`src/design/altv_pkg.sv`:
```
package altv_pkg;

    // text bytes the parser reacts to
    localparam logic [7:0] CH_NUL   = 8'h00;
    localparam logic [7:0] CH_TAB   = 8'h09;
    localparam logic [7:0] CH_LF    = 8'h0a;
    localparam logic [7:0] CH_CR    = 8'h0d;
    localparam logic [7:0] CH_SPACE = 8'h20;
    localparam logic [7:0] CH_COMMA = 8'h2c;
    localparam logic [7:0] CH_SLASH = 8'h2f;
    localparam logic [7:0] CH_COLON = 8'h3a;
    localparam logic [7:0] CH_A     = 8'h61;
    localparam logic [7:0] CH_M     = 8'h6d;
    localparam logic [7:0] CH_R     = 8'h72;

    // parse phases
    localparam logic [2:0] PH_MNEM    = 3'd0;
    localparam logic [2:0] PH_ARG1    = 3'd1;
    localparam logic [2:0] PH_ARG2    = 3'd2;
    localparam logic [2:0] PH_ARG3    = 3'd3;
    localparam logic [2:0] PH_COMMENT = 3'd4;

    // result status
    localparam logic [1:0] ST_STORED   = 2'd0;
    localparam logic [1:0] ST_INVALID  = 2'd1;
    localparam logic [1:0] ST_TOO_LONG = 2'd2;
    localparam logic [1:0] ST_TOO_MANY = 2'd3;

    // line event kinds
    localparam logic [1:0] EVT_NONE     = 2'd0;
    localparam logic [1:0] EVT_FINISH   = 2'd1;
    localparam logic [1:0] EVT_TOO_LONG = 2'd2;
    localparam logic [1:0] EVT_TOO_MANY = 2'd3;

    // keyword codes
    localparam int         KW_COUNT    = 18;
    localparam logic [4:0] KW_LOAD     = 5'd0;
    localparam logic [4:0] KW_STORE    = 5'd1;
    localparam logic [4:0] KW_ADD      = 5'd2;
    localparam logic [4:0] KW_MOV      = 5'd9;
    localparam logic [4:0] KW_JNE      = 5'd12;
    localparam logic [4:0] KW_JMP      = 5'd13;
    localparam logic [4:0] KW_GETC     = 5'd16;
    localparam logic [4:0] KW_HALT     = 5'd17;
    localparam logic [4:0] KW_LABEL    = 5'd18;
    localparam logic [4:0] KW_ON_ERROR = 5'd0;

    localparam int QUEUE_DEPTH = 4;

    // keyword texts, first char in the low byte
    localparam logic [63:0] KW_TEXT [KW_COUNT] = '{
        64'h0000_0000_6461_6f6c,  // load
        64'h0000_0065_726f_7473,  // store
        64'h0000_0000_0064_6461,  // add
        64'h0000_0000_0062_7573,  // sub
        64'h0000_0000_006c_756d,  // mul
        64'h0000_0000_0076_6964,  // div
        64'h0000_0000_0064_6f6d,  // mod
        64'h0000_0000_7970_6f63,  // copy
        64'h0000_0000_0070_6d63,  // cmp
        64'h0000_0000_0076_6f6d,  // mov
        64'h0000_0000_0074_6573,  // set
        64'h0000_0000_0071_656a,  // jeq
        64'h0000_0000_0065_6e6a,  // jne
        64'h0000_0000_0070_6d6a,  // jmp
        64'h0000_0074_6e69_7270,  // print
        64'h0000_6374_6e69_7270,  // printc
        64'h0000_0000_6374_6567,  // getc
        64'h0000_0000_746c_6168   // halt
    };

    typedef struct packed {
        logic        prog_end;
        logic [1:0]  kind;
        logic [63:0] mnem;
        logic [63:0] arg0;
        logic [63:0] arg1;
        logic [63:0] arg2;
    } t_line_evt;

    typedef struct packed {
        logic       ok;
        logic [4:0] kw;
    } t_class;

    function automatic t_class f_classify(input logic [63:0] mnem,
                                          input logic [7:0]  a0,
                                          input logic [7:0]  a1);
        t_class              res;
        logic [KW_COUNT-1:0] hit;
        logic                r0;
        logic                r1;
        for (int k = 0; k < KW_COUNT; k++) begin
            hit[k] = (mnem == KW_TEXT[k]);
        end
        r0     = (a0 == CH_R) || (a0 == CH_A);
        r1     = (a1 == CH_R) || (a1 == CH_A);
        res.ok = 1'b0;
        res.kw = KW_ON_ERROR;
        if (a0 == CH_R && a1 == CH_M) begin
            res.ok = hit[KW_LOAD];
            res.kw = KW_LOAD;
        end else if (a0 == CH_M && r1) begin
            res.ok = hit[KW_STORE];
            res.kw = KW_STORE;
        end else if (r0 && r1) begin
            for (int k = KW_ADD; k <= KW_MOV; k++) begin
                if (hit[k]) begin
                    res.ok = 1'b1;
                    res.kw = 5'(k);
                end
            end
        end else if (r0 && a1 != CH_NUL) begin
            for (int k = KW_MOV; k <= KW_JNE; k++) begin
                if (hit[k]) begin
                    res.ok = 1'b1;
                    res.kw = 5'(k);
                end
            end
        end else if (a0 == CH_COLON) begin
            res.ok = 1'b1;
            res.kw = KW_LABEL;
        end else if (a0 != CH_NUL) begin
            for (int k = KW_JMP; k <= KW_GETC; k++) begin
                if (hit[k]) begin
                    res.ok = 1'b1;
                    res.kw = 5'(k);
                end
            end
        end else begin
            res.ok = hit[KW_HALT];
            res.kw = KW_HALT;
        end
        return res;
    endfunction

endpackage

```
`src/design/altv_if.sv`:
```
interface altv_char_if;
    logic       valid;
    logic       ready;
    logic [7:0] char_code;

    modport source (output valid, output char_code, input ready);
    modport sink   (input valid, input char_code, output ready);
endinterface

interface altv_result_if;
    logic        valid;
    logic        ready;
    logic [1:0]  status;
    logic [4:0]  keyword;
    logic [7:0]  slot;
    logic [63:0] mnemonic_text;
    logic [63:0] first_arg_text;
    logic [63:0] second_arg_text;
    logic [63:0] third_arg_text;

    modport source (output valid, output status, output keyword, output slot,
                    output mnemonic_text, output first_arg_text,
                    output second_arg_text, output third_arg_text, input ready);
    modport sink   (input valid, input status, input keyword, input slot,
                    input mnemonic_text, input first_arg_text,
                    input second_arg_text, input third_arg_text, output ready);
endinterface

```
`src/design/altv_front.sv`:
```
module altv_front #(
    parameter int MNEMONIC_CHARS = 8,
    parameter int ARG_CHARS      = 8,
    parameter int ARG_COUNT      = 3
) (
    input  logic              i_clk,
    input  logic              i_rst_n,
    altv_char_if.sink         i_char,
    input  logic              i_full,
    output logic              o_push,
    output altv_pkg::t_line_evt o_evt
);
    import altv_pkg::*;

    localparam int MNEM_W    = 8 * MNEMONIC_CHARS;
    localparam int ARG_W     = 8 * ARG_CHARS;
    localparam int MAX_CHARS = (MNEMONIC_CHARS > ARG_CHARS) ? MNEMONIC_CHARS : ARG_CHARS;
    localparam int POS_W     = $clog2(MAX_CHARS + 1);

    logic [2:0]                       r_phase,  n_phase;
    logic [POS_W-1:0]                 r_pos,    n_pos;
    logic [MNEM_W-1:0]                r_mnem,   n_mnem;
    logic [ARG_COUNT-1:0][ARG_W-1:0]  r_args,   n_args;
    logic                             r_halted, n_halted;

    logic        w_take;
    logic [7:0]  w_c;
    logic        w_eol;
    logic        w_blank;
    logic [1:0]  w_kind;
    logic        w_label;
    logic        w_clear;
    logic [63:0] w_lane [3];

    assign i_char.ready = !i_full;
    assign w_take  = i_char.valid && !i_full;
    assign w_c     = i_char.char_code;
    assign w_eol   = (w_c == CH_NUL) || (w_c == CH_LF) || (w_c == CH_CR);
    assign w_blank = (w_c == CH_SPACE) || (w_c == CH_TAB);

    for (genvar k = 0; k < 3; k++) begin : g_lane
        if (k < ARG_COUNT) begin : g_used
            assign w_lane[k] = 64'(r_args[k]);
        end else begin : g_unused
            assign w_lane[k] = 64'd0;
        end
    end

    always_comb begin
        n_phase  = r_phase;
        n_pos    = r_pos;
        n_mnem   = r_mnem;
        n_args   = r_args;
        n_halted = r_halted;
        w_kind   = EVT_NONE;
        w_label  = 1'b0;
        w_clear  = 1'b0;
        if (w_take && !r_halted) begin
            case (r_phase)
                PH_MNEM: begin
                    if (w_c == CH_SLASH) begin
                        n_mnem  = '0;
                        n_pos   = '0;
                        n_phase = PH_COMMENT;
                    end else if (w_blank) begin
                        if (r_pos != '0) begin
                            n_pos   = '0;
                            n_phase = PH_ARG1;
                        end
                    end else if (w_eol) begin
                        if (r_pos != '0) begin
                            w_kind  = EVT_FINISH;
                            w_clear = 1'b1;
                        end
                    end else if (w_c == CH_COLON) begin
                        w_kind  = EVT_FINISH;
                        w_label = 1'b1;
                        w_clear = 1'b1;
                    end else if (r_pos >= POS_W'(MNEMONIC_CHARS)) begin
                        w_kind   = EVT_TOO_LONG;
                        n_halted = 1'b1;
                    end else begin
                        for (int j = 0; j < MNEMONIC_CHARS; j++) begin
                            if (r_pos == POS_W'(j)) begin
                                n_mnem[8*j +: 8] = w_c;
                            end
                        end
                        n_pos = r_pos + 1'b1;
                    end
                end
                PH_ARG1, PH_ARG2, PH_ARG3: begin
                    if (w_blank) begin
                        n_phase = r_phase;
                    end else if (w_c == CH_COMMA) begin
                        if (r_phase >= 3'(ARG_COUNT)) begin
                            w_kind   = EVT_TOO_MANY;
                            n_halted = 1'b1;
                        end else begin
                            n_phase = r_phase + 3'd1;
                            n_pos   = '0;
                        end
                    end else if (w_eol) begin
                        w_kind  = EVT_FINISH;
                        w_clear = 1'b1;
                    end else if (r_pos >= POS_W'(ARG_CHARS)) begin
                        w_kind   = EVT_TOO_LONG;
                        n_halted = 1'b1;
                    end else begin
                        for (int k = 0; k < ARG_COUNT; k++) begin
                            for (int j = 0; j < ARG_CHARS; j++) begin
                                if (r_phase == 3'(k + 1) && r_pos == POS_W'(j)) begin
                                    n_args[k][8*j +: 8] = w_c;
                                end
                            end
                        end
                        n_pos = r_pos + 1'b1;
                    end
                end
                PH_COMMENT: begin
                    if (w_eol) begin
                        n_phase = PH_MNEM;
                    end
                end
                default: begin
                    n_phase = PH_MNEM;
                end
            endcase
        end
        if (w_clear || (w_take && w_c == CH_NUL)) begin
            n_mnem  = '0;
            n_args  = '0;
            n_pos   = '0;
            n_phase = PH_MNEM;
        end
        if (w_take && w_c == CH_NUL) begin
            n_halted = 1'b0;
        end
    end

    // event carries the texts as they stood when the line ended
    assign o_push         = w_take && (w_kind != EVT_NONE || w_c == CH_NUL);
    assign o_evt.prog_end = (w_c == CH_NUL);
    assign o_evt.kind     = w_kind;
    assign o_evt.mnem     = 64'(r_mnem);
    assign o_evt.arg0     = w_label ? 64'(CH_COLON) : w_lane[0];
    assign o_evt.arg1     = w_label ? 64'd0 : w_lane[1];
    assign o_evt.arg2     = w_label ? 64'd0 : w_lane[2];

    always_ff @(posedge i_clk) begin
        if (!i_rst_n) begin
            r_phase  <= PH_MNEM;
            r_pos    <= '0;
            r_mnem   <= '0;
            r_args   <= '0;
            r_halted <= 1'b0;
        end else begin
            r_phase  <= n_phase;
            r_pos    <= n_pos;
            r_mnem   <= n_mnem;
            r_args   <= n_args;
            r_halted <= n_halted;
        end
    end

endmodule

```
`src/design/altv_queue.sv`:
```
module altv_queue (
    input  logic                i_clk,
    input  logic                i_rst_n,
    input  logic                i_push,
    input  altv_pkg::t_line_evt i_wdata,
    output logic                o_full,
    input  logic                i_pop,
    output logic                o_valid,
    output altv_pkg::t_line_evt o_rdata
);
    import altv_pkg::*;

    localparam int PTR_W = $clog2(QUEUE_DEPTH);

    t_line_evt        r_mem [QUEUE_DEPTH];
    logic [PTR_W-1:0] r_wr_ptr;
    logic [PTR_W-1:0] r_rd_ptr;
    logic [PTR_W:0]   r_count, n_count;
    logic             w_push;
    logic             w_pop;

    assign o_full  = (r_count == (PTR_W+1)'(QUEUE_DEPTH));
    assign o_valid = (r_count != '0);
    assign o_rdata = r_mem[r_rd_ptr];
    assign w_push  = i_push && !o_full;
    assign w_pop   = i_pop && o_valid;

    always_comb begin
        n_count = r_count;
        if (w_push && !w_pop) begin
            n_count = r_count + 1'b1;
        end else if (w_pop && !w_push) begin
            n_count = r_count - 1'b1;
        end
    end

    always_ff @(posedge i_clk) begin
        if (w_push) begin
            r_mem[r_wr_ptr] <= i_wdata;
        end
    end

    always_ff @(posedge i_clk) begin
        if (!i_rst_n) begin
            r_wr_ptr <= '0;
            r_rd_ptr <= '0;
            r_count  <= '0;
        end else begin
            r_count <= n_count;
            if (w_push) begin
                r_wr_ptr <= r_wr_ptr + 1'b1;
            end
            if (w_pop) begin
                r_rd_ptr <= r_rd_ptr + 1'b1;
            end
        end
    end

endmodule

```
`src/design/altv_back.sv`:
```
module altv_back #(
    parameter int SLOT_COUNT = 256
) (
    input  logic                i_clk,
    input  logic                i_rst_n,
    input  logic                i_valid,
    input  altv_pkg::t_line_evt i_evt,
    output logic                o_pop,
    altv_result_if.source       o_result
);
    import altv_pkg::*;

    localparam int SLOT_W = $clog2(SLOT_COUNT);

    logic [SLOT_W-1:0] r_slot, n_slot;
    logic              r_drop, n_drop;
    logic              r_valid, n_valid;
    logic [1:0]        r_status, n_status;
    logic [4:0]        r_keyword, n_keyword;
    logic [7:0]        r_slot_out, n_slot_out;
    logic [63:0]       r_mnem, n_mnem;
    logic [63:0]       r_arg0, n_arg0;
    logic [63:0]       r_arg1, n_arg1;
    logic [63:0]       r_arg2, n_arg2;
    t_class            w_class;
    logic [SLOT_W:0]   w_slot_inc;

    assign o_pop      = i_valid && (!r_valid || o_result.ready);
    assign w_class    = f_classify(i_evt.mnem, i_evt.arg0[7:0], i_evt.arg1[7:0]);
    assign w_slot_inc = (SLOT_W+1)'(r_slot) + 1'b1;

    always_comb begin
        n_slot     = r_slot;
        n_drop     = r_drop;
        n_valid    = r_valid && !o_result.ready;
        n_status   = r_status;
        n_keyword  = r_keyword;
        n_slot_out = r_slot_out;
        n_mnem     = r_mnem;
        n_arg0     = r_arg0;
        n_arg1     = r_arg1;
        n_arg2     = r_arg2;
        if (o_pop) begin
            if (!r_drop && i_evt.kind != EVT_NONE) begin
                n_valid    = 1'b1;
                n_slot_out = 8'(r_slot);
                n_mnem     = i_evt.mnem;
                n_arg0     = i_evt.arg0;
                n_arg1     = i_evt.arg1;
                n_arg2     = i_evt.arg2;
                n_keyword  = KW_ON_ERROR;
                case (i_evt.kind)
                    EVT_FINISH: begin
                        if (w_class.ok) begin
                            n_status  = ST_STORED;
                            n_keyword = w_class.kw;
                            if (w_class.kw == KW_LABEL) begin
                                n_arg1 = {i_evt.arg1[63:8], 8'(r_slot)};
                            end
                            n_slot = (w_slot_inc >= (SLOT_W+1)'(SLOT_COUNT)) ? '0
                                     : w_slot_inc[SLOT_W-1:0];
                        end else begin
                            n_status = ST_INVALID;
                            n_drop   = 1'b1;
                        end
                    end
                    EVT_TOO_LONG: begin
                        n_status = ST_TOO_LONG;
                        n_drop   = 1'b1;
                    end
                    EVT_TOO_MANY: begin
                        n_status = ST_TOO_MANY;
                        n_drop   = 1'b1;
                    end
                    default: begin
                        n_status = ST_STORED;
                    end
                endcase
            end
            if (i_evt.prog_end) begin
                n_slot = '0;
                n_drop = 1'b0;
            end
        end
    end

    assign o_result.valid           = r_valid;
    assign o_result.status          = r_status;
    assign o_result.keyword         = r_keyword;
    assign o_result.slot            = r_slot_out;
    assign o_result.mnemonic_text   = r_mnem;
    assign o_result.first_arg_text  = r_arg0;
    assign o_result.second_arg_text = r_arg1;
    assign o_result.third_arg_text  = r_arg2;

    always_ff @(posedge i_clk) begin
        r_status   <= n_status;
        r_keyword  <= n_keyword;
        r_slot_out <= n_slot_out;
        r_mnem     <= n_mnem;
        r_arg0     <= n_arg0;
        r_arg1     <= n_arg1;
        r_arg2     <= n_arg2;
    end

    always_ff @(posedge i_clk) begin
        if (!i_rst_n) begin
            r_slot  <= '0;
            r_drop  <= 1'b0;
            r_valid <= 1'b0;
        end else begin
            r_slot  <= n_slot;
            r_drop  <= n_drop;
            r_valid <= n_valid;
        end
    end

endmodule

```
`src/design/asm_line_tokenizer_validator_unit.sv`:
```
// assembly line tokenizer and validator
// i_char carries program text, one byte per item; byte 0 ends the program,
// newline or carriage return ends a line. o_result carries one item per
// finished line: status, keyword code, program slot and the four packed texts
// (first char in the low byte, zero padded).
// a byte is taken in every cycle while the line queue has room, so the
// sustained rate is one byte per clock. a line result passes from the line
// queue into the output register, where it is held until it is taken.
// the front parser moves line events into a four-entry queue; the back end
// validates them, numbers slots and fills the output register. while the
// receiver stalls the output register holds its item, the queue fills and
// i_char.ready drops only once four line events are waiting.
// after an error result further lines are dropped until byte 0, which
// restarts slot numbering. reset (synchronous, active low) empties the queue
// and the output register and puts the parser at the start of a line.
module asm_line_tokenizer_validator_unit #(
    parameter int MNEMONIC_CHARS = 8,
    parameter int ARG_CHARS      = 8,
    parameter int ARG_COUNT      = 3,
    parameter int SLOT_COUNT     = 256
) (
    input  logic          i_clk,
    input  logic          i_rst_n,
    altv_char_if.sink     i_char,
    altv_result_if.source o_result
);
    import altv_pkg::*;

    // line events between the parser and the validator
    t_line_evt w_push_evt;
    t_line_evt w_head_evt;
    logic      w_push;
    logic      w_full;
    logic      w_head_valid;
    logic      w_pop;

    // front: splits the byte stream into lines and arguments
    altv_front #(
        .MNEMONIC_CHARS (MNEMONIC_CHARS),
        .ARG_CHARS      (ARG_CHARS),
        .ARG_COUNT      (ARG_COUNT)
    ) u_front (
        .i_clk   (i_clk),
        .i_rst_n (i_rst_n),
        .i_char  (i_char),
        .i_full  (w_full),
        .o_push  (w_push),
        .o_evt   (w_push_evt)
    );

    // short queue so a stalled receiver does not stop the parser at once
    altv_queue u_queue (
        .i_clk   (i_clk),
        .i_rst_n (i_rst_n),
        .i_push  (w_push),
        .i_wdata (w_push_evt),
        .o_full  (w_full),
        .i_pop   (w_pop),
        .o_valid (w_head_valid),
        .o_rdata (w_head_evt)
    );

    // back: keyword check, slot numbering, error drop, output register
    altv_back #(
        .SLOT_COUNT (SLOT_COUNT)
    ) u_back (
        .i_clk    (i_clk),
        .i_rst_n  (i_rst_n),
        .i_valid  (w_head_valid),
        .i_evt    (w_head_evt),
        .o_pop    (w_pop),
        .o_result (o_result)
    );

endmodule
```
`src/flat_wrapper.sv`:
```
// flat-port wrapper written by rule: the top's interface ports become plain ports
module asm_line_tokenizer_validator_unit_flat import altv_pkg::*;
#(
    parameter int MNEMONIC_CHARS = 8,
    parameter int ARG_CHARS      = 8,
    parameter int ARG_COUNT      = 3,
    parameter int SLOT_COUNT     = 256
)
  (i_clk, i_rst_n, i_char_valid, i_char_char_code, i_char_ready, o_result_valid, o_result_status, o_result_keyword, o_result_slot, o_result_mnemonic_text, o_result_first_arg_text, o_result_second_arg_text, o_result_third_arg_text, o_result_ready);
  altv_char_if i_char_i ();
  altv_result_if o_result_i ();
  input  logic i_clk;
  input  logic i_rst_n;
  input wire logic [$bits(i_char_i.valid)-1:0] i_char_valid;
  input wire logic [$bits(i_char_i.char_code)-1:0] i_char_char_code;
  output wire logic [$bits(i_char_i.ready)-1:0] i_char_ready;
  output wire logic [$bits(o_result_i.valid)-1:0] o_result_valid;
  output wire logic [$bits(o_result_i.status)-1:0] o_result_status;
  output wire logic [$bits(o_result_i.keyword)-1:0] o_result_keyword;
  output wire logic [$bits(o_result_i.slot)-1:0] o_result_slot;
  output wire logic [$bits(o_result_i.mnemonic_text)-1:0] o_result_mnemonic_text;
  output wire logic [$bits(o_result_i.first_arg_text)-1:0] o_result_first_arg_text;
  output wire logic [$bits(o_result_i.second_arg_text)-1:0] o_result_second_arg_text;
  output wire logic [$bits(o_result_i.third_arg_text)-1:0] o_result_third_arg_text;
  input wire logic [$bits(o_result_i.ready)-1:0] o_result_ready;
  assign i_char_i.valid = i_char_valid;
  assign i_char_i.char_code = i_char_char_code;
  assign i_char_ready = i_char_i.ready;
  assign o_result_valid = o_result_i.valid;
  assign o_result_status = o_result_i.status;
  assign o_result_keyword = o_result_i.keyword;
  assign o_result_slot = o_result_i.slot;
  assign o_result_mnemonic_text = o_result_i.mnemonic_text;
  assign o_result_first_arg_text = o_result_i.first_arg_text;
  assign o_result_second_arg_text = o_result_i.second_arg_text;
  assign o_result_third_arg_text = o_result_i.third_arg_text;
  assign o_result_i.ready = o_result_ready;
  asm_line_tokenizer_validator_unit #(.MNEMONIC_CHARS(MNEMONIC_CHARS), .ARG_CHARS(ARG_CHARS), .ARG_COUNT(ARG_COUNT), .SLOT_COUNT(SLOT_COUNT)) u_core (.i_clk(i_clk), .i_rst_n(i_rst_n), .i_char(i_char_i), .o_result(o_result_i));
endmodule
```
`config.mk`:
```
export PLATFORM = sky130hd
export DESIGN_NAME = asm_line_tokenizer_validator_unit_flat
export DESIGN_NICKNAME = d
export VERILOG_FILES = /design/src/design/altv_pkg.sv /design/src/design/altv_if.sv /design/src/design/altv_front.sv /design/src/design/altv_queue.sv /design/src/design/altv_back.sv /design/src/design/asm_line_tokenizer_validator_unit.sv /design/src/flat_wrapper.sv
export SDC_FILE = /design/constraint.sdc
export NUM_CORES = 2
export LEC_CHECK = 0
export BUFFER_PORTS_ARGS = -buffer_cell sky130_fd_sc_hd__buf_2
export CORE_MARGIN = 5
export CORE_UTILIZATION = 60
export CTS_BUF_LIST = sky130_fd_sc_hd__clkbuf_4
export CTS_CLUSTER_DIAMETER = 120
export DETAILED_ROUTE_END_ITERATION = 16
export GPL_TIMING_DRIVEN = 0
export PLACE_DENSITY = 0.83
export SETUP_SLACK_MARGIN = 0.02
export SYNTH_ARGS = -nofsm -noshare
export SYNTH_HDL_FRONTEND = slang
export SYNTH_SLANG_ARGS = --single-unit
```
`constraint.sdc`:
```
create_clock -name i_clk -period 16.4 [get_ports i_clk]
set_clock_uncertainty 0.15 [all_clocks]
set_input_delay 0.82 -clock i_clk [delete_from_list [all_inputs] [get_ports i_clk]]
set_output_delay 0.82 -clock i_clk [all_outputs]
set_load 0.02 [all_outputs]
```
# Word-level counts from Yosys, hierarchy flattened
# Memory sizes are Yosys's and may differ from the RTL's. A register that Yosys moved wholly into a read port is not among the register bits.
# Index checks and enable logic that the tools add are counted.
dict set report word_totals {
  ff_bits 552
  latchBits 0
  mem_bits_rw 1036
  rom_bits 0
  input_bits 12
  out_inout_bits 273
  wordCells 369
  n_memories 1
}
# name words word_bits rd rd_clocked_by_memory_dff wr line
set mem_list {}
lappend mem_list {u_core.u_queue.r_mem 4 259 1 1 1 altv_queue.sv:15} ;# t_line_evt r_mem [QUEUE_DEPTH];
dict set report op_classes {
  add_sub_neg 7
  mul 0
  div 0
  order_cmp 3
  eq_ne 69
  shift 0
  muxes 116
  n_bitwise 5
  reduce_logical 120
}
# operator n
set ops {}
lappend ops {{$eq A64 B23 Y1 const B} 11}
lappend ops {{$mux W64} 8}
lappend ops {{$eq A64 B31 Y1 const B} 4}
lappend ops {{$reduce_and A7 Y1} 33}
lappend ops {{$mux W6} 22}
lappend ops {{$eq A64 B39 Y1 const B} 2}
lappend ops {{$mux W8} 16}
lappend ops {{$eq A64 B47 Y1 const B} 1}
lappend ops {{$eq A8 B7 Y1 const B} 6}
lappend ops {{$eq A8 B6 Y1 const B} 5}
lappend ops {{$mux W4} 10}
lappend ops {{$logic_and A1 B1 Y1} 39}
lappend ops {{$mux W1} 32}
lappend ops {{$reduce_bool A2 Y1} 15}
lappend ops {{$mux W3} 9}
lappend ops {{$eq A8 B4 Y1 const B} 3}
lappend ops {{$mux W2} 12}
lappend ops {{$ne A2 B2 Y1 const B} 10}
lappend ops {{$ne A3 B3 Y1 const B} 6}
lappend ops {{$eq A4 B3 Y1 const B} 4}
lappend ops {{$reduce_bool A8 Y1} 2}
lappend ops {{$ne A4 B4 Y1 const B} 3}
lappend ops {{$add A8 B1 Y9 const B} 1}
lappend ops {{$ge A9 B9 Y1 const B} 1}
lappend ops {{other kinds (34)} 65}

# Logic depth before layout (Yosys ltp)
dict set report depth {
  word_depth 16
  mapped_depth 16
  mapped_depth_nobuf 15
}

# Hierarchy
# From an unflattened synthesis, not the netlist that was laid out.
dict set report hier_totals {
  cells_unflattened 3230
  area_unflattened_um2 60065.1
}
# mod n_inst cells_each area_each_um2
set modules_own_cells {}
lappend modules_own_cells {altv_queue 1 1401 37855.1}
lappend modules_own_cells {altv_front 1 1242 11911.4}
lappend modules_own_cells {altv_back 1 587 10298.6}

# Worst setup path after synthesis
# OpenSTA, ideal clock, no wires.
dict set report synth_timing {
  kind {register to register}
  from {register (tool-made name)}
  to {register u_core.u_back.r_slot[0]}
  setup_ns 0.070
  t_arrival_ns 14.622
  required_time_ns 16.180
  slack_ns 1.558
  path_stages_with_launch 11
  synth_period_minus_slack_ns 14.842
  cell_sequence {dfxtp_1 > buf_2 > buf_2 > buf_2 > buf_1 > mux4_2 > o21ai_0 > nor2_1 > nand3_2 > or3b_1 > a21boi_1}
}
# item line
set synth_rtl {}
lappend synth_rtl {{end signal: assignment} altv_back.sv:112} ;# r_slot <= n_slot;
lappend synth_rtl {{end: declaration} altv_back.sv:15} ;# logic [SLOT_W-1:0] r_slot, n_slot;

==> impl_metrics.sql <==
INSERT INTO impl_metrics (metric_group, metric, value, unit) VALUES
('worst_setup_path', 'critical_path_required', '17.21', 'ns'),
('clock_tree', 'post-cts-setup-buffers', '0', ''),
('global_routing', 'antenna_found_initial', '12', ''),
('worst_setup_path', 'crit_path_top_delay_cell', 'sky130_fd_sc_hd__nor4_1', ''),
('worst_setup_path', 'crit_arrival', '6.77', 'ns'),
('place', 'dpl_cell_area', '62800', 'um^2'),
('synth', 'yosys_warnings', '0', ''),
('synth', 'synthesis.instances', '3186', ''),
('timing', 'maxSlewHeadroom', '-4.78', '%'),
('worst_setup_path', 'critPathLaunchType', 'register', ''),
('place', 'place.port_buffers', '281', ''),
('job', 'drv.max_cap_violation_count', '2', ''),
('clock_tree', 'clk_latency', '1.24', 'ns'),
('timing', 'fin_crit_sh', '36.3', '%'),
('clock_tree', 'numClockSinks', '1590', ''),
('timing', 'setup-violations-final', '0', ''),
('clock_tree', 'cts_inserted_buffers', '391', ''),
('worst_setup_path', 'path_delay_family', 'simple AND/OR/NAND/NOR gates', ''),
('global_routing', 'vias_in_the_first_global_route', '33600', ''),
('timing', 'finalHoldViolCount', '0', ''),
('synth', 'synth-edff-count', '1307', ''),
('global_routing', 'grtUsageTotal', '27.3', '%'),
('power_and_ir_drop', 'worst_vdd_drop', '0.127', 'mV'),
('place', 'routabilityCongestion', '0.875', ''),
('routing', 'final_routed_drc_violation_total', '0', ''),
('synth', 'synth-async-reset-ratio', '0', '%'),
('routing', 'wire_per_inst', '26.1', 'um'),
('timing', 'drv_slew', '21', ''),
('worst_setup_path', 'worst-path-buf-inv', '4', ''),
('global_routing', 'grt_first_pass_wirelength', '210000', 'um'),
('synth', 'synth_area', '59100', 'um^2'),
('cells_and_area', 'fin_nets', '3922', ''),
('timing', 'worst_pin_slew', '1.57', 'ns'),
('synth', 'synthesis.nets', '3213', ''),
('run_status', 'violations', 'capacitance limit, slew limit', ''),
('routing', 'finalWirelength', '143000', 'um'),
('timing', 'fmaxAchievable', '168', 'MHz'),
('cells_and_area', 'final_cell_area', '68000', 'um^2'),
('synth', 'yosys-top-cells-area', 'sky130_fd_sc_hd__edfxtp_1 66%, sky130_fd_sc_hd__mux4_2 9.9%, sky130_fd_sc_hd__dfxtp_1 9.6%', ''),
('worst_setup_path', 'rr_worst_depth', '13', ''),
('synth', 'synth-main-ff-cell', 'sky130_fd_sc_hd__edfxtp_1', ''),
('floorplanning', 'die_h', '324', 'um'),
('worst_setup_path', 'worstPathMaxFanout', '10', ''),
('floorplanning', 'initial_core_utilization', '60.3', '%'),
('cells_and_area', 'syn_to_final_growth', '15.1', '%'),
('power_and_ir_drop', 'power.static_leakage', '23.9', 'nW'),
('clock_tree', 'path_clk_slew', '0.07', 'ns'),
('floorplanning', 'io_pins', '285', ''),
('synth', 'leading_area_contributor_after_synthesis', 'sky130_fd_sc_hd__edfxtp_1', ''),
('worst_setup_path', 'critPathMaxStageDelay', '0.79', 'ns'),
('worst_setup_path', 'endpoint_kind', 'register', ''),
('global_routing', 'largest_net_degree_at_the_start_of_global_routing', '58', ''),
('timing', 'fin_crit', '5.95', 'ns'),
('place', 'placedCellCount', '4782', ''),
('routing', 'dr_total_vias', '33100', ''),
('worst_setup_path', 'crit_path_end', 'u_core.u_back.o_result.second_arg_text[0]', ''),
('cells_and_area', 'layout.cells.most_common', 'sky130_fd_sc_hd__edfxtp_1', ''),
('place', 'place_hpwl', '92000', 'um'),
('clock_tree', 'cts_hold_buf', '7', ''),
('floorplanning', 'floorplan.die.width', '324', 'um'),
('power_and_ir_drop', 'total_power', '10.3', 'mW'),
('clock_tree', 'post_cts_resized', '0', ''),
('cells_and_area', 'layout-drive-gt1-share', '29.9', '%'),
('run_status', 'run_status', 'complete, but fails checks', ''),
('clock_tree', 'h_tree_depth', '5', ''),
('routing', 'firstDrtPassIters', '6', ''),
('clock_tree', 'tritoncts', 'done', ''),
('clock_tree', 'clock_tree.root_cell', 'sky130_fd_sc_hd__clkbuf_4', ''),
('synth', 'synth-seq-cells', '1590', ''),
('synth', 'mapped_avg_cell_area', '18.5', 'um^2'),
('floorplanning', 'rows', '115', '');
-- flip-flops by register name, summed over array words and instances, names as in the netlist, 3 cells and up, named ones only --
signal / count
u_core.u_queue.r_mem: 1036
u_core.u_front.r_args: 192
u_core.u_back.o_result.first_arg_text: 64
u_core.u_back.o_result.mnemonic_text: 64
u_core.u_back.o_result.second_arg_text: 64
u_core.u_back.o_result.third_arg_text: 64
u_core.u_front.r_mnem: 64
u_core.u_back.o_result.slot: 8
u_core.u_back.r_slot: 8
u_core.u_back.o_result.keyword: 5
u_core.u_front.r_pos: 4
u_core.u_front.r_phase: 3
u_core.u_queue.r_count: 3
-- metal layers --
metal	up-vias	global-route usage, %	wire, um
li1	14100	-	-
met4	2	10.8	5160
met2	1989	44.0	70300
met5	-	0	9
met3	297	7.13	14500
met1	16700	36.4	53300
-- worst reg2reg max path: cells and delay by family (launching register included) --
family / cells / cell delay, ns
AO/OA/AOI/OAI: 3 / 0.92
buffers and inverters: 4 / 1.50
AND/OR/NAND/NOR: 4 / 1.97
flip-flops: 1 / 0.30
multiplexers: 2 / 0.87
-- report_power, final --
group	switching, mW	internal (mW)
Clock	1.52	1.79
Combinational	1.35	0.719
Sequential	0.153	4.80
Total	3.03	7.30
-- layout make-up --
class / instances / area (um^2)
flip-flops and latches: 1590 / 44900
repair buffers: 316 / 2160
multi-input cells: 1430 / 13500
fillers: 5962 / 30000
clock inverters: 84 / 509
clock buffers: 613 / 4600
diodes: 10 / 25.0
well taps: 1287 / 1610
plain buffers: 156 / 649
inverters: 10 / 37.5
-- cell families after synthesis --
group / synth area share, %
buf+inv: 1.16
mux: 14.3
fa+ha+maj: 0.331
simple gates: 6.86
flops: 76.1
compound gates: 1.15
xor+xnor: 0.104
-- how the worst min path moves through the flow --
stage                            startpoint                          to  slack [ns]  depth (start not counted)
finish                  i_char_char_code[7]  u_core.u_front.r_args[183]        0.17                          3
global route            i_char_char_code[7]  u_core.u_front.r_args[183]        0.10                          3
global placement    u_core.u_front.r_halted     u_core.u_front.r_halted        0.29                          2
CTS                     i_char_char_code[7]  u_core.u_front.r_args[183]        0.05                          3
detailed placement  u_core.u_front.r_halted     u_core.u_front.r_halted        0.31                          2
floorplan           u_core.u_front.r_halted     u_core.u_front.r_halted        0.28                          2
-- cells in the mapped netlist (3+ instances only) --
cell type                  number
sky130_fd_sc_hd__a21o_1         9
sky130_fd_sc_hd__a21oi_1       33
sky130_fd_sc_hd__a31oi_1        4
sky130_fd_sc_hd__and2_1        17
sky130_fd_sc_hd__and3_1         8
sky130_fd_sc_hd__and3b_1        4
sky130_fd_sc_hd__and4b_1        6
sky130_fd_sc_hd__buf_1         31
sky130_fd_sc_hd__buf_2          9
sky130_fd_sc_hd__buf_6          6
sky130_fd_sc_hd__clkbuf_1     108
sky130_fd_sc_hd__dfxtp_1      283
sky130_fd_sc_hd__edfxtp_1    1307
sky130_fd_sc_hd__ha_1          14
sky130_fd_sc_hd__inv_1         10
sky130_fd_sc_hd__mux2_2         8
sky130_fd_sc_hd__mux2i_1      254
sky130_fd_sc_hd__mux4_2       259
sky130_fd_sc_hd__nand2_1       68
sky130_fd_sc_hd__nand2b_1       9
sky130_fd_sc_hd__nand3_1       35
sky130_fd_sc_hd__nand3b_1       4
sky130_fd_sc_hd__nand4_1       16
sky130_fd_sc_hd__nand4b_1       5
sky130_fd_sc_hd__nor2_1       306
sky130_fd_sc_hd__nor2b_1      204
sky130_fd_sc_hd__nor3_1        24
sky130_fd_sc_hd__nor3b_1        4
sky130_fd_sc_hd__nor4_1        22
sky130_fd_sc_hd__nor4_2         3
sky130_fd_sc_hd__nor4b_1        5
sky130_fd_sc_hd__nor4bb_1       5
sky130_fd_sc_hd__o211ai_1       4
sky130_fd_sc_hd__o21ai_0       23
sky130_fd_sc_hd__o31ai_1        3
sky130_fd_sc_hd__or2_2         11
sky130_fd_sc_hd__or3_1          9
sky130_fd_sc_hd__xnor2_1        5
-- metrics by stage --
| step | TNS [ns] | hold slack, ns | util [%] | setup WS (ns) |
|---|---|---|---|---|
| after global placement | -1085.20 | 0.293 | 63.3 | -5.23 |
| after floorplan | 0 | 0.279 | - | 1.56 |
| final | 0 | 0.173 | 69.4 | 10.45 |
| after detailed placement | 0 | 0.310 | 64.1 | 10.32 |
| after global routing | 0 | 0.103 | 69.4 | 10.33 |
| after CTS | 0 | 0.0466 | 69.4 | 10.47 |
No activity file was read; power rests on OpenSTA's default activity.
